==> src/rtl/mcrmp_pkg.sv <==
// Shared types, constants and helper functions for the multi-channel range median poller.
// Used by every module under rtl; depends on nothing else.
`default_nettype none

package mcrmp_pkg;

   // Default number of channel entries in the state memory.
   localparam int unsigned CHANNELS_DEFAULT = 3;

   // The connected mask covers this many channels; higher indexes are never connected.
   localparam int unsigned CONN_CHANNELS = 3;

   localparam logic [15:0] DIST_RESET      = 16'd9999;
   localparam logic [2:0]  MASK_RESET      = 3'd7;
   localparam logic [15:0] MAX_LONG_RESET  = 16'd1250;
   localparam logic [15:0] MAX_SIDE_RESET  = 16'd1200;
   localparam logic [7:0]  WAIT_LONG_RESET = 8'd38;
   localparam logic [7:0]  WAIT_SIDE_RESET = 8'd25;
   localparam logic [2:0]  STATUS_MASK     = 3'b111;

   localparam int unsigned CSR_INDEX_W = 3;
   localparam int unsigned CSR_DATA_W  = 16;

   localparam logic [CSR_INDEX_W-1:0] CSR_CONNECTED_MASK = 3'd0;
   localparam logic [CSR_INDEX_W-1:0] CSR_MAX_RANGE_LONG = 3'd1;
   localparam logic [CSR_INDEX_W-1:0] CSR_MAX_RANGE_SIDE = 3'd2;
   localparam logic [CSR_INDEX_W-1:0] CSR_WAIT_LONG_MS   = 3'd3;
   localparam logic [CSR_INDEX_W-1:0] CSR_WAIT_SIDE_MS   = 3'd4;

   localparam logic       FUNC_START = 1'b0;
   localparam logic       FUNC_POLL  = 1'b1;
   localparam logic [1:0] LONG_CHANNEL = 2'd0;
   localparam logic [1:0] LAST_SLOT    = 2'd2;

   // One channel's state, held as one memory word.
   typedef struct packed {
      logic             armed;
      logic [31:0]      stamp;
      logic [2:0][15:0] window;
      logic [1:0]       slot;
      logic [15:0]      filtered;
   } entry_type;

   localparam entry_type ENTRY_RESET = '{
      armed:    1'b0,
      stamp:    32'd0,
      window:   48'd0,
      slot:     2'd0,
      filtered: DIST_RESET
   };

   typedef struct packed {
      logic [2:0]  connected_mask;
      logic [15:0] max_range_long;
      logic [15:0] max_range_side;
      logic [7:0]  wait_long_ms;
      logic [7:0]  wait_side_ms;
   } cfg_type;

   typedef struct packed {
      logic start_ranging;
      logic clear_interrupt;
      logic sample_taken;
   } flags_type;

   // Median of three unsigned values, built from three parallel compares.
   function automatic logic [15:0] med3(input logic [15:0] a, input logic [15:0] b,
                                        input logic [15:0] c);
      logic ab;
      logic bc;
      logic ac;
      ab = (a > b);
      bc = (b > c);
      ac = (a > c);
      if (ab == bc) begin
         return b;
      end else if (ab == ac) begin
         return c;
      end else begin
         return a;
      end
   endfunction

endpackage

`default_nettype wire

==> src/rtl/multi_channel_range_median_poller_core.sv <==
// Top level of the multi-channel range median poller: config registers, pipeline and result beat.
// Depends on mcrmp_pkg, mcrmp_entry_mem and mcrmp_update.
//
// The block accepts one request beat per clock cycle while req_stall is low and returns exactly
// one response beat for each, in order, after it has passed through the update stage and the
// response register. The rate is set by the channel state memory: each beat reads its channel's
// entry at the accepting edge, and the entry is updated and written back as the beat leaves the
// update stage for the response register. A beat that reads the entry being written in the same
// cycle gets the new value through forwarding, so back-to-back beats on one channel see each
// other's updates. Response stalls back up into the update stage and then into req_stall; one
// beat can still be taken while a finished response waits. Channel entries start at the reset
// state through per-entry valid bits, so no clearing pass is needed after reset. Configuration
// registers are written through csr_wr_en, csr_index and csr_wdata and must only be changed
// while no beat is in flight.
`default_nettype none

module multi_channel_range_median_poller_core
   import mcrmp_pkg::*;
#(
   parameter int unsigned CHANNELS = CHANNELS_DEFAULT
) (
   input  wire logic                   clock,
   input  wire logic                   reset,

   input  wire logic                   req_valid,
   output logic                        req_stall,
   input  wire logic                   req_func,
   input  wire logic [1:0]             req_channel,
   input  wire logic [31:0]            req_now_ms,
   input  wire logic [7:0]             req_irq_status,
   input  wire logic [15:0]            req_raw_range,

   output logic                        rsp_valid,
   input  wire logic                   rsp_stall,
   output logic                        rsp_start_ranging,
   output logic                        rsp_clear_interrupt,
   output logic                        rsp_sample_taken,
   output logic [15:0]                 rsp_distance,

   input  wire logic                   csr_wr_en,
   input  wire logic [CSR_INDEX_W-1:0] csr_index,
   input  wire logic [CSR_DATA_W-1:0]  csr_wdata
);

   localparam int unsigned ADDR_W = (CHANNELS > 1) ? $clog2(CHANNELS) : 1;

   // Configuration registers.
   cfg_type cfg_ff;

   always_ff @(posedge clock) begin
      if (reset) begin
         cfg_ff.connected_mask <= MASK_RESET;
         cfg_ff.max_range_long <= MAX_LONG_RESET;
         cfg_ff.max_range_side <= MAX_SIDE_RESET;
         cfg_ff.wait_long_ms   <= WAIT_LONG_RESET;
         cfg_ff.wait_side_ms   <= WAIT_SIDE_RESET;
      end else if (csr_wr_en) begin
         unique case (csr_index)
            CSR_CONNECTED_MASK: cfg_ff.connected_mask <= csr_wdata[2:0];
            CSR_MAX_RANGE_LONG: cfg_ff.max_range_long <= csr_wdata[15:0];
            CSR_MAX_RANGE_SIDE: cfg_ff.max_range_side <= csr_wdata[15:0];
            CSR_WAIT_LONG_MS:   cfg_ff.wait_long_ms   <= csr_wdata[7:0];
            CSR_WAIT_SIDE_MS:   cfg_ff.wait_side_ms   <= csr_wdata[7:0];
            default: begin
            end
         endcase
      end
   end

   // Update stage holding the accepted beat while its memory read completes.
   logic              s1_valid_ff;
   logic              s1_func_ff;
   logic [1:0]        s1_channel_ff;
   logic              s1_in_range_ff;
   logic [ADDR_W-1:0] s1_addr_ff;
   logic [31:0]       s1_now_ms_ff;
   logic [7:0]        s1_irq_status_ff;
   logic [15:0]       s1_raw_range_ff;

   logic              rsp_valid_ff;
   flags_type         rsp_flags_ff;
   logic [15:0]       rsp_distance_ff;

   logic              accept;
   logic              s1_move;
   logic              req_in_range;
   logic [ADDR_W-1:0] req_addr;

   entry_type         rd_entry;
   entry_type         upd_entry;
   logic              upd_write;
   flags_type         upd_flags;
   logic [15:0]       upd_distance;
   logic              wr_en;

   assign s1_move   = s1_valid_ff && (!rsp_valid_ff || !rsp_stall);
   assign req_stall = s1_valid_ff && !s1_move;
   assign accept    = req_valid && !req_stall;

   // Channels beyond the memory read entry zero; their result ignores the data.
   assign req_in_range = (32'(req_channel) < CHANNELS);
   assign req_addr     = req_in_range ? ADDR_W'(req_channel) : '0;

   always_ff @(posedge clock) begin
      if (reset) begin
         s1_valid_ff <= 1'b0;
      end else if (accept) begin
         s1_valid_ff <= 1'b1;
      end else if (s1_move) begin
         s1_valid_ff <= 1'b0;
      end
   end

   always_ff @(posedge clock) begin
      if (accept) begin
         s1_func_ff       <= req_func;
         s1_channel_ff    <= req_channel;
         s1_in_range_ff   <= req_in_range;
         s1_addr_ff       <= req_addr;
         s1_now_ms_ff     <= req_now_ms;
         s1_irq_status_ff <= req_irq_status;
         s1_raw_range_ff  <= req_raw_range;
      end
   end

   mcrmp_entry_mem #(
      .DEPTH  (CHANNELS),
      .ADDR_W (ADDR_W)
   ) u_entry_mem (
      .clock   (clock),
      .reset   (reset),
      .rd_en   (accept),
      .rd_addr (req_addr),
      .rd_data (rd_entry),
      .wr_en   (wr_en),
      .wr_addr (s1_addr_ff),
      .wr_data (upd_entry)
   );

   mcrmp_update u_update (
      .func       (s1_func_ff),
      .channel    (s1_channel_ff),
      .in_range   (s1_in_range_ff),
      .now_ms     (s1_now_ms_ff),
      .irq_status (s1_irq_status_ff),
      .raw_range  (s1_raw_range_ff),
      .cfg        (cfg_ff),
      .old_entry  (rd_entry),
      .new_entry  (upd_entry),
      .write      (upd_write),
      .flags      (upd_flags),
      .distance   (upd_distance)
   );

   // The entry is written back only when the beat leaves the update stage and the update calls for a write.
   assign wr_en = s1_move && upd_write;

   // Response register.
   always_ff @(posedge clock) begin
      if (reset) begin
         rsp_valid_ff <= 1'b0;
      end else if (s1_move) begin
         rsp_valid_ff <= 1'b1;
      end else if (!rsp_stall) begin
         rsp_valid_ff <= 1'b0;
      end
   end

   always_ff @(posedge clock) begin
      if (s1_move) begin
         rsp_flags_ff    <= upd_flags;
         rsp_distance_ff <= upd_distance;
      end
   end

   assign rsp_valid           = rsp_valid_ff;
   assign rsp_start_ranging   = rsp_flags_ff.start_ranging;
   assign rsp_clear_interrupt = rsp_flags_ff.clear_interrupt;
   assign rsp_sample_taken    = rsp_flags_ff.sample_taken;
   assign rsp_distance        = rsp_distance_ff;

   // A taken sample always clears the interrupt and re-arms the channel.
   a_sample_flags: assert property (@(posedge clock) disable iff (reset)
      rsp_valid_ff && rsp_flags_ff.sample_taken |->
         rsp_flags_ff.start_ranging && rsp_flags_ff.clear_interrupt)
      else $error("sample taken without start and clear");

   // The state memory is written only by a beat leaving the update stage.
   a_write_on_move: assert property (@(posedge clock) disable iff (reset)
      wr_en |-> s1_valid_ff && (!rsp_valid_ff || !rsp_stall))
      else $error("entry write without a moving beat");

   // A channel beyond the memory never changes state and reports the reset distance.
   a_out_of_range: assert property (@(posedge clock) disable iff (reset)
      s1_move && !s1_in_range_ff |-> !wr_en ##1
         (rsp_distance_ff == DIST_RESET) && !rsp_flags_ff.start_ranging)
      else $error("out-of-range channel produced a result");

   // The request side is held back only while the update stage is full and blocked.
   a_stall_cause: assert property (@(posedge clock) disable iff (reset)
      req_stall |-> s1_valid_ff && rsp_valid_ff && rsp_stall)
      else $error("request stalled without a blocked response");

endmodule

`default_nettype wire

==> src/rtl/mcrmp_entry_mem.sv <==
// Per-channel state memory with registered synchronous read, valid bits and write forwarding.
// Depends on mcrmp_pkg for the entry type and its reset value.
`default_nettype none

module mcrmp_entry_mem
   import mcrmp_pkg::*;
#(
   parameter int unsigned DEPTH  = CHANNELS_DEFAULT,
   parameter int unsigned ADDR_W = 2
) (
   input  wire logic              clock,
   input  wire logic              reset,
   input  wire logic              rd_en,
   input  wire logic [ADDR_W-1:0] rd_addr,
   output entry_type              rd_data,
   input  wire logic              wr_en,
   input  wire logic [ADDR_W-1:0] wr_addr,
   input  wire entry_type         wr_data
);

   entry_type             mem [DEPTH];
   entry_type             mem_q_ff;
   entry_type             byp_ff;
   logic                  hit_ff;
   logic                  vld_ff;
   logic [DEPTH-1:0]      valid_ff;

   always_ff @(posedge clock) begin
      if (wr_en) begin
         mem[wr_addr] <= wr_data;
      end
      if (rd_en) begin
         mem_q_ff <= mem[rd_addr];
         byp_ff   <= wr_data;
         hit_ff   <= wr_en && (wr_addr == rd_addr);
         vld_ff   <= valid_ff[rd_addr];
      end
   end

   // An entry that was never written reads as the reset state.
   always_ff @(posedge clock) begin
      if (reset) begin
         valid_ff <= '0;
      end else if (wr_en) begin
         valid_ff[wr_addr] <= 1'b1;
      end
   end

   always_comb begin
      if (hit_ff) begin
         rd_data = byp_ff;
      end else if (vld_ff) begin
         rd_data = mem_q_ff;
      end else begin
         rd_data = ENTRY_RESET;
      end
   end

endmodule

`default_nettype wire

==> src/rtl/mcrmp_update.sv <==
// Combinational update of one channel entry for a start or poll beat: clamp, ring write, median.
// Depends on mcrmp_pkg for the entry, config and flag types and the median function.
`default_nettype none

module mcrmp_update
   import mcrmp_pkg::*;
(
   input  wire logic        func,
   input  wire logic [1:0]  channel,
   input  wire logic        in_range,
   input  wire logic [31:0] now_ms,
   input  wire logic [7:0]  irq_status,
   input  wire logic [15:0] raw_range,
   input  wire cfg_type     cfg,
   input  wire entry_type   old_entry,
   output entry_type        new_entry,
   output logic             write,
   output flags_type        flags,
   output logic [15:0]      distance
);

   logic             connected;
   logic             is_long;
   logic [7:0]       wait_ms;
   logic [15:0]      limit;
   logic [31:0]      elapsed;
   logic             wait_done;
   logic             ready;
   logic [15:0]      clamped;
   logic [1:0]       slot;
   logic [2:0][15:0] win;
   logic             do_start;

   always_comb begin
      connected = (32'(channel) < CONN_CHANNELS) && cfg.connected_mask[channel];
      is_long   = (channel == LONG_CHANNEL);
      wait_ms   = is_long ? cfg.wait_long_ms : cfg.wait_side_ms;
      limit     = is_long ? cfg.max_range_long : cfg.max_range_side;
      elapsed   = now_ms - old_entry.stamp;
      wait_done = (elapsed[31:8] != 24'd0) || (elapsed[7:0] >= wait_ms);
      ready     = in_range && (func == FUNC_POLL) && connected && old_entry.armed &&
                  wait_done && ((irq_status[2:0] & STATUS_MASK) != 3'd0);
      do_start  = in_range && (func == FUNC_START) && connected;
      clamped   = (raw_range < limit) ? raw_range : limit;
      slot      = (old_entry.slot > LAST_SLOT) ? 2'd0 : old_entry.slot;

      for (int i = 0; i < 3; i++) begin
         win[i] = (slot == 2'(i)) ? clamped : old_entry.window[i];
      end

      new_entry = old_entry;
      if (do_start) begin
         new_entry.armed = 1'b1;
         new_entry.stamp = now_ms;
      end else if (ready) begin
         new_entry.armed    = 1'b1;
         new_entry.stamp    = now_ms;
         new_entry.window   = win;
         new_entry.slot     = (slot == LAST_SLOT) ? 2'd0 : slot + 2'd1;
         new_entry.filtered = med3(win[0], win[1], win[2]);
      end

      write                 = do_start || ready;
      flags.start_ranging   = do_start || ready;
      flags.clear_interrupt = ready;
      flags.sample_taken    = ready;
      distance              = in_range ? new_entry.filtered : DIST_RESET;
   end

endmodule

`default_nettype wire
==> config.mk <==
export PLATFORM = sky130hd
export DESIGN_NAME = multi_channel_range_median_poller_core
export DESIGN_NICKNAME = d
export VERILOG_FILES = /design/src/rtl/mcrmp_pkg.sv /design/src/rtl/multi_channel_range_median_poller_core.sv /design/src/rtl/mcrmp_entry_mem.sv /design/src/rtl/mcrmp_update.sv
export SDC_FILE = /design/constraint.sdc
export NUM_CORES = 1
export LEC_CHECK = 0
export BUFFER_PORTS_ARGS = -buffer_cell sky130_fd_sc_hd__buf_2
export CAP_MARGIN = 15
export CORE_ASPECT_RATIO = 1.2
export CORE_UTILIZATION = 58
export CTS_BUF_LIST = sky130_fd_sc_hd__clkbuf_16
export DETAILED_ROUTE_END_ITERATION = 10
export GPL_ROUTABILITY_DRIVEN = 0
export GPL_TIMING_DRIVEN = 0
export PLACE_DENSITY = 0.75
export RECOVER_POWER = 100
export SLEW_MARGIN = 10
export SYNTH_ARGS = -nofsm -noshare
export SYNTH_HDL_FRONTEND = slang
export SYNTH_SLANG_ARGS = --single-unit
==> constraint.sdc <==
create_clock -name clock -period 21.8 [get_ports clock]
set_clock_uncertainty 0.1 [all_clocks]
set_input_delay 6.54 -clock clock [delete_from_list [all_inputs] [get_ports clock]]
set_output_delay 6.54 -clock clock [all_outputs]
set_load 0.02 [all_outputs]
==> metrics.txt <==
Inst Count DP=3089; P per Cell Area=87.4 nW/um2; sequential share of the synthesized area=0.622; Post-synth EDFFs=572; sequential share of power=0.490; Max Slew Vio Count=335; Die Height=249 um; cts hold-fix bufs=0; maximum vdd drop=0.0000813 V; first-pass GRT wire length=119000 um; Mean Syn Cell Area=12.7 um2; fin crit period=13.78 ns; most used cells in the layout excluding fill and tap cells=edfxtp_1 (572), a21oi_1 (237), clkbuf_1 (188), nand2_1 (182), mux2i_1 (156); initial antenna violation count=0; Arr. time, crit path=7.14 ns; Yosys warnings=0; Nets=2684; most used cell, CP=clkbuf_1; total global routing overflow=0; worst slack, placed=8.08 ns; Avg Vias per Cell=6.52; maxcap violations=12; post-route ant nets=0; relative slew slack=-2.27; met2 wire len=38400 um; Top delay family on crit path=buffers and inverters; CP bufs+invs=2; RSZ-0062 raised after global routing=false; P_leak=11.6 nW; Yosys top cell by area=edfxtp_1; CTS tree=yes; met3 WL=5740 um; Clock transition at path regs=0.06 ns; Num CTS Buffers=58; DRC Markers=0; Max stage delay on crit path=0.25 ns; top sig layer=met4; clock share of power=0.356; Primary FF master, synth=edfxtp_1; H-tree levels=2; wire per inst=24.8 um; width of the chip=208 um; critical-path cell list=clkbuf_1 > and3_1 > clkbuf_1; hold slack final=0.356 ns; Cells after Synth=2309; total wire length=79300 um; DR iter-0 viols=2176; initial core utilization=0.586; final antenna diode count=0; Synth-to-Final Area Change=10.9%; PostCTS Resize Cnt=0; Yosys cell types=88; fin crit share=0.632; Pint=2.10 mW; Net Sw Frac=0.264; port buffer count=97; FP Rows=90; post-route insts no fill=3199; vias in the first global route=20572; All-Layer GR Usage=0.305; clk buf depth=3; Fin. Hold Viols=0; Setup Buffers After CTS=0; Synth area leaders=edfxtp_1 (58%), mux2i_1 (5.3%), ha_1 (4.0%), a21oi_1 (4.0%), dfxtp_1 (3.8%); worst hold path type=register to register; Gate power share=0.154; crit start category=input pin; fin worst setup slack=8.02 ns; synthesized area=29400 um2; CP max stage cell=clkbuf_1; CTS Sinks=628; Synth async-reset ratio=0; Psw=0.752 mW; DP HPWL=56600 um; Least-Margin Pin Slew=4.91 ns; fmax=0.0726 GHz; CP max FO=3; Clk Latency, worst-skew pair=0.63 ns; Required @ worst endpoint=15.16 ns; core area=50200 um2; drt pass-1 iters=6; I/O pin total=104; Tot Pwr=2.85 mW; status=finished, violations left; vias post-DR=20850; commonest non-fill, non-tap cell in the layout=edfxtp_1; #FFs+latches synth=628; Net Count, Synth=2488; crit path kind=input pin to output port; layout cell share with drive strength beyond 1=0.0814; nature of the critical path endpoint=output port; Root Buffer=clkbuf_16; failing checks=max-capacitance violations, max-slew violations; final-report setup violation count=0; share of the synthesized area in the top cell type=0.584; total die area=51600 um2; pin count of the biggest net entering global routing=70; Metal-1 WL=29600 um
synthesized netlist by cell type (9+ instances only):
| cell type | count |
|---|---|
| a211oi_1 | 109 |
| a21o_1 | 33 |
| a21oi_1 | 237 |
| a221oi_1 | 19 |
| a22oi_1 | 78 |
| and3_1 | 13 |
| buf_1 | 16 |
| buf_2 | 12 |
| clkbuf_1 | 102 |
| dfxtp_1 | 56 |
| edfxtp_1 | 572 |
| ha_1 | 95 |
| inv_1 | 50 |
| mux2_2 | 20 |
| mux2i_1 | 156 |
| nand2_1 | 182 |
| nand2b_1 | 10 |
| nand3_1 | 19 |
| nand3b_1 | 18 |
| nand4_1 | 18 |
| nor2_1 | 99 |
| nor2b_1 | 116 |
| nor3_1 | 14 |
| o211ai_1 | 9 |
| o21a_1 | 9 |
| o21ai_0 | 73 |
| o221ai_1 | 11 |
| o22ai_1 | 12 |
| xnor2_1 | 15 |
| xor2_1 | 10 |
final timing paths:
check,slack (ns),start,depth (start not counted),to
worst max-delay path,8.02,rsp_stall,3,req_stall
worst min-delay path,0.36,cfg_ff[44],2,cfg_ff[44]
worst max register to register,8.08,u_entry_mem.hit_ff,27,u_entry_mem.mem[0][41]
worst min register to register,0.36,cfg_ff[44],2,cfg_ff[44]
per-stage QoR:
step	utilization	cell area, um2	TNS [ns]
final	0.650	32600	0
after detailed placement	0.621	31200	0
after floorplan	-	29400	0
after CTS	0.659	33100	0
after global placement	0.611	30700	-1255.58
after global routing	0.650	32600	0
kinds of logic after synthesis:
kind of cell / synth area share
AOI/OAI and AO/OA: 0.149
DFF: 0.622
and+or+nand+nor: 0.0913
buffers and inverters: 0.0253
muxes: 0.0622
adders and majority gates: 0.0411
xor gates and xnor gates: 0.00893
power by group through the flow:
stage	Clock (mW)	Sequential, mW	Combinational [mW]
after global placement	0	1.44	0.419
after global routing	1.07	1.40	0.467
after CTS	1.02	1.40	0.442
final	1.01	1.40	0.438
after floorplan	0	1.43	0.299
after detailed placement	0	1.42	0.439
layout make-up:
cell class	instances	area [um2]
timing repair buffer	136	596
multi-input combinational	1494	10300
fill	3705	17600
inverter	53	200
buffer	134	526
clock buffer	59	1480
clock inverter	51	428
sequential	628	18300
tap	644	806
flip-flops by register name (all words and copies together), names as in the netlist, 2 cells and up:
name / flops
u_entry_mem.mem: 297
s1_addr_ff: 2
s1_now_ms_ff: 32
rsp_distance: 16
s1_raw_range_ff: 16
cfg_ff: 51
s1_irq_status_ff: 3
s1_channel_ff: 2
u_entry_mem.valid_ff: 3
u_entry_mem.byp_ff: 99
u_entry_mem.mem_q_ff: 99
worst reg2reg max path, cell delays in order, from the launching register on:
cell and delay (ns):
edfxtp_1 0.54, nor2b_1 0.47, clkbuf_1 0.54, clkbuf_1 0.48, clkbuf_1 0.80, clkbuf_1 0.74
a22o_1 0.29, ha_1 0.19, nor2b_1 0.07, o31a_1 0.27, o21ai_0 0.16, nand2b_1 0.11
a21o_1 0.19, a21oi_1 0.19, xnor2_1 0.12, ha_1 0.22, a221oi_1 0.29, o211ai_1 0.23
a221oi_1 0.28, nand4_1 0.29, nor4_1 0.27, nand4_1 0.18, nor4_1 0.29, nand4_1 0.33
a21boi_0 1.19, or4_1 0.29, clkinvlp_2 1.39, clkbuf_1 2.15
layer usage:
metal / track usage / up-vias
met4: 0.200 / 0
met5: 0 / -
met3: 0.0490 / 275
met2: 0.506 / 1029
li1: - / 9281
met1: 0.370 / 10265
Note: power is estimated with default switching activity, not from simulation.
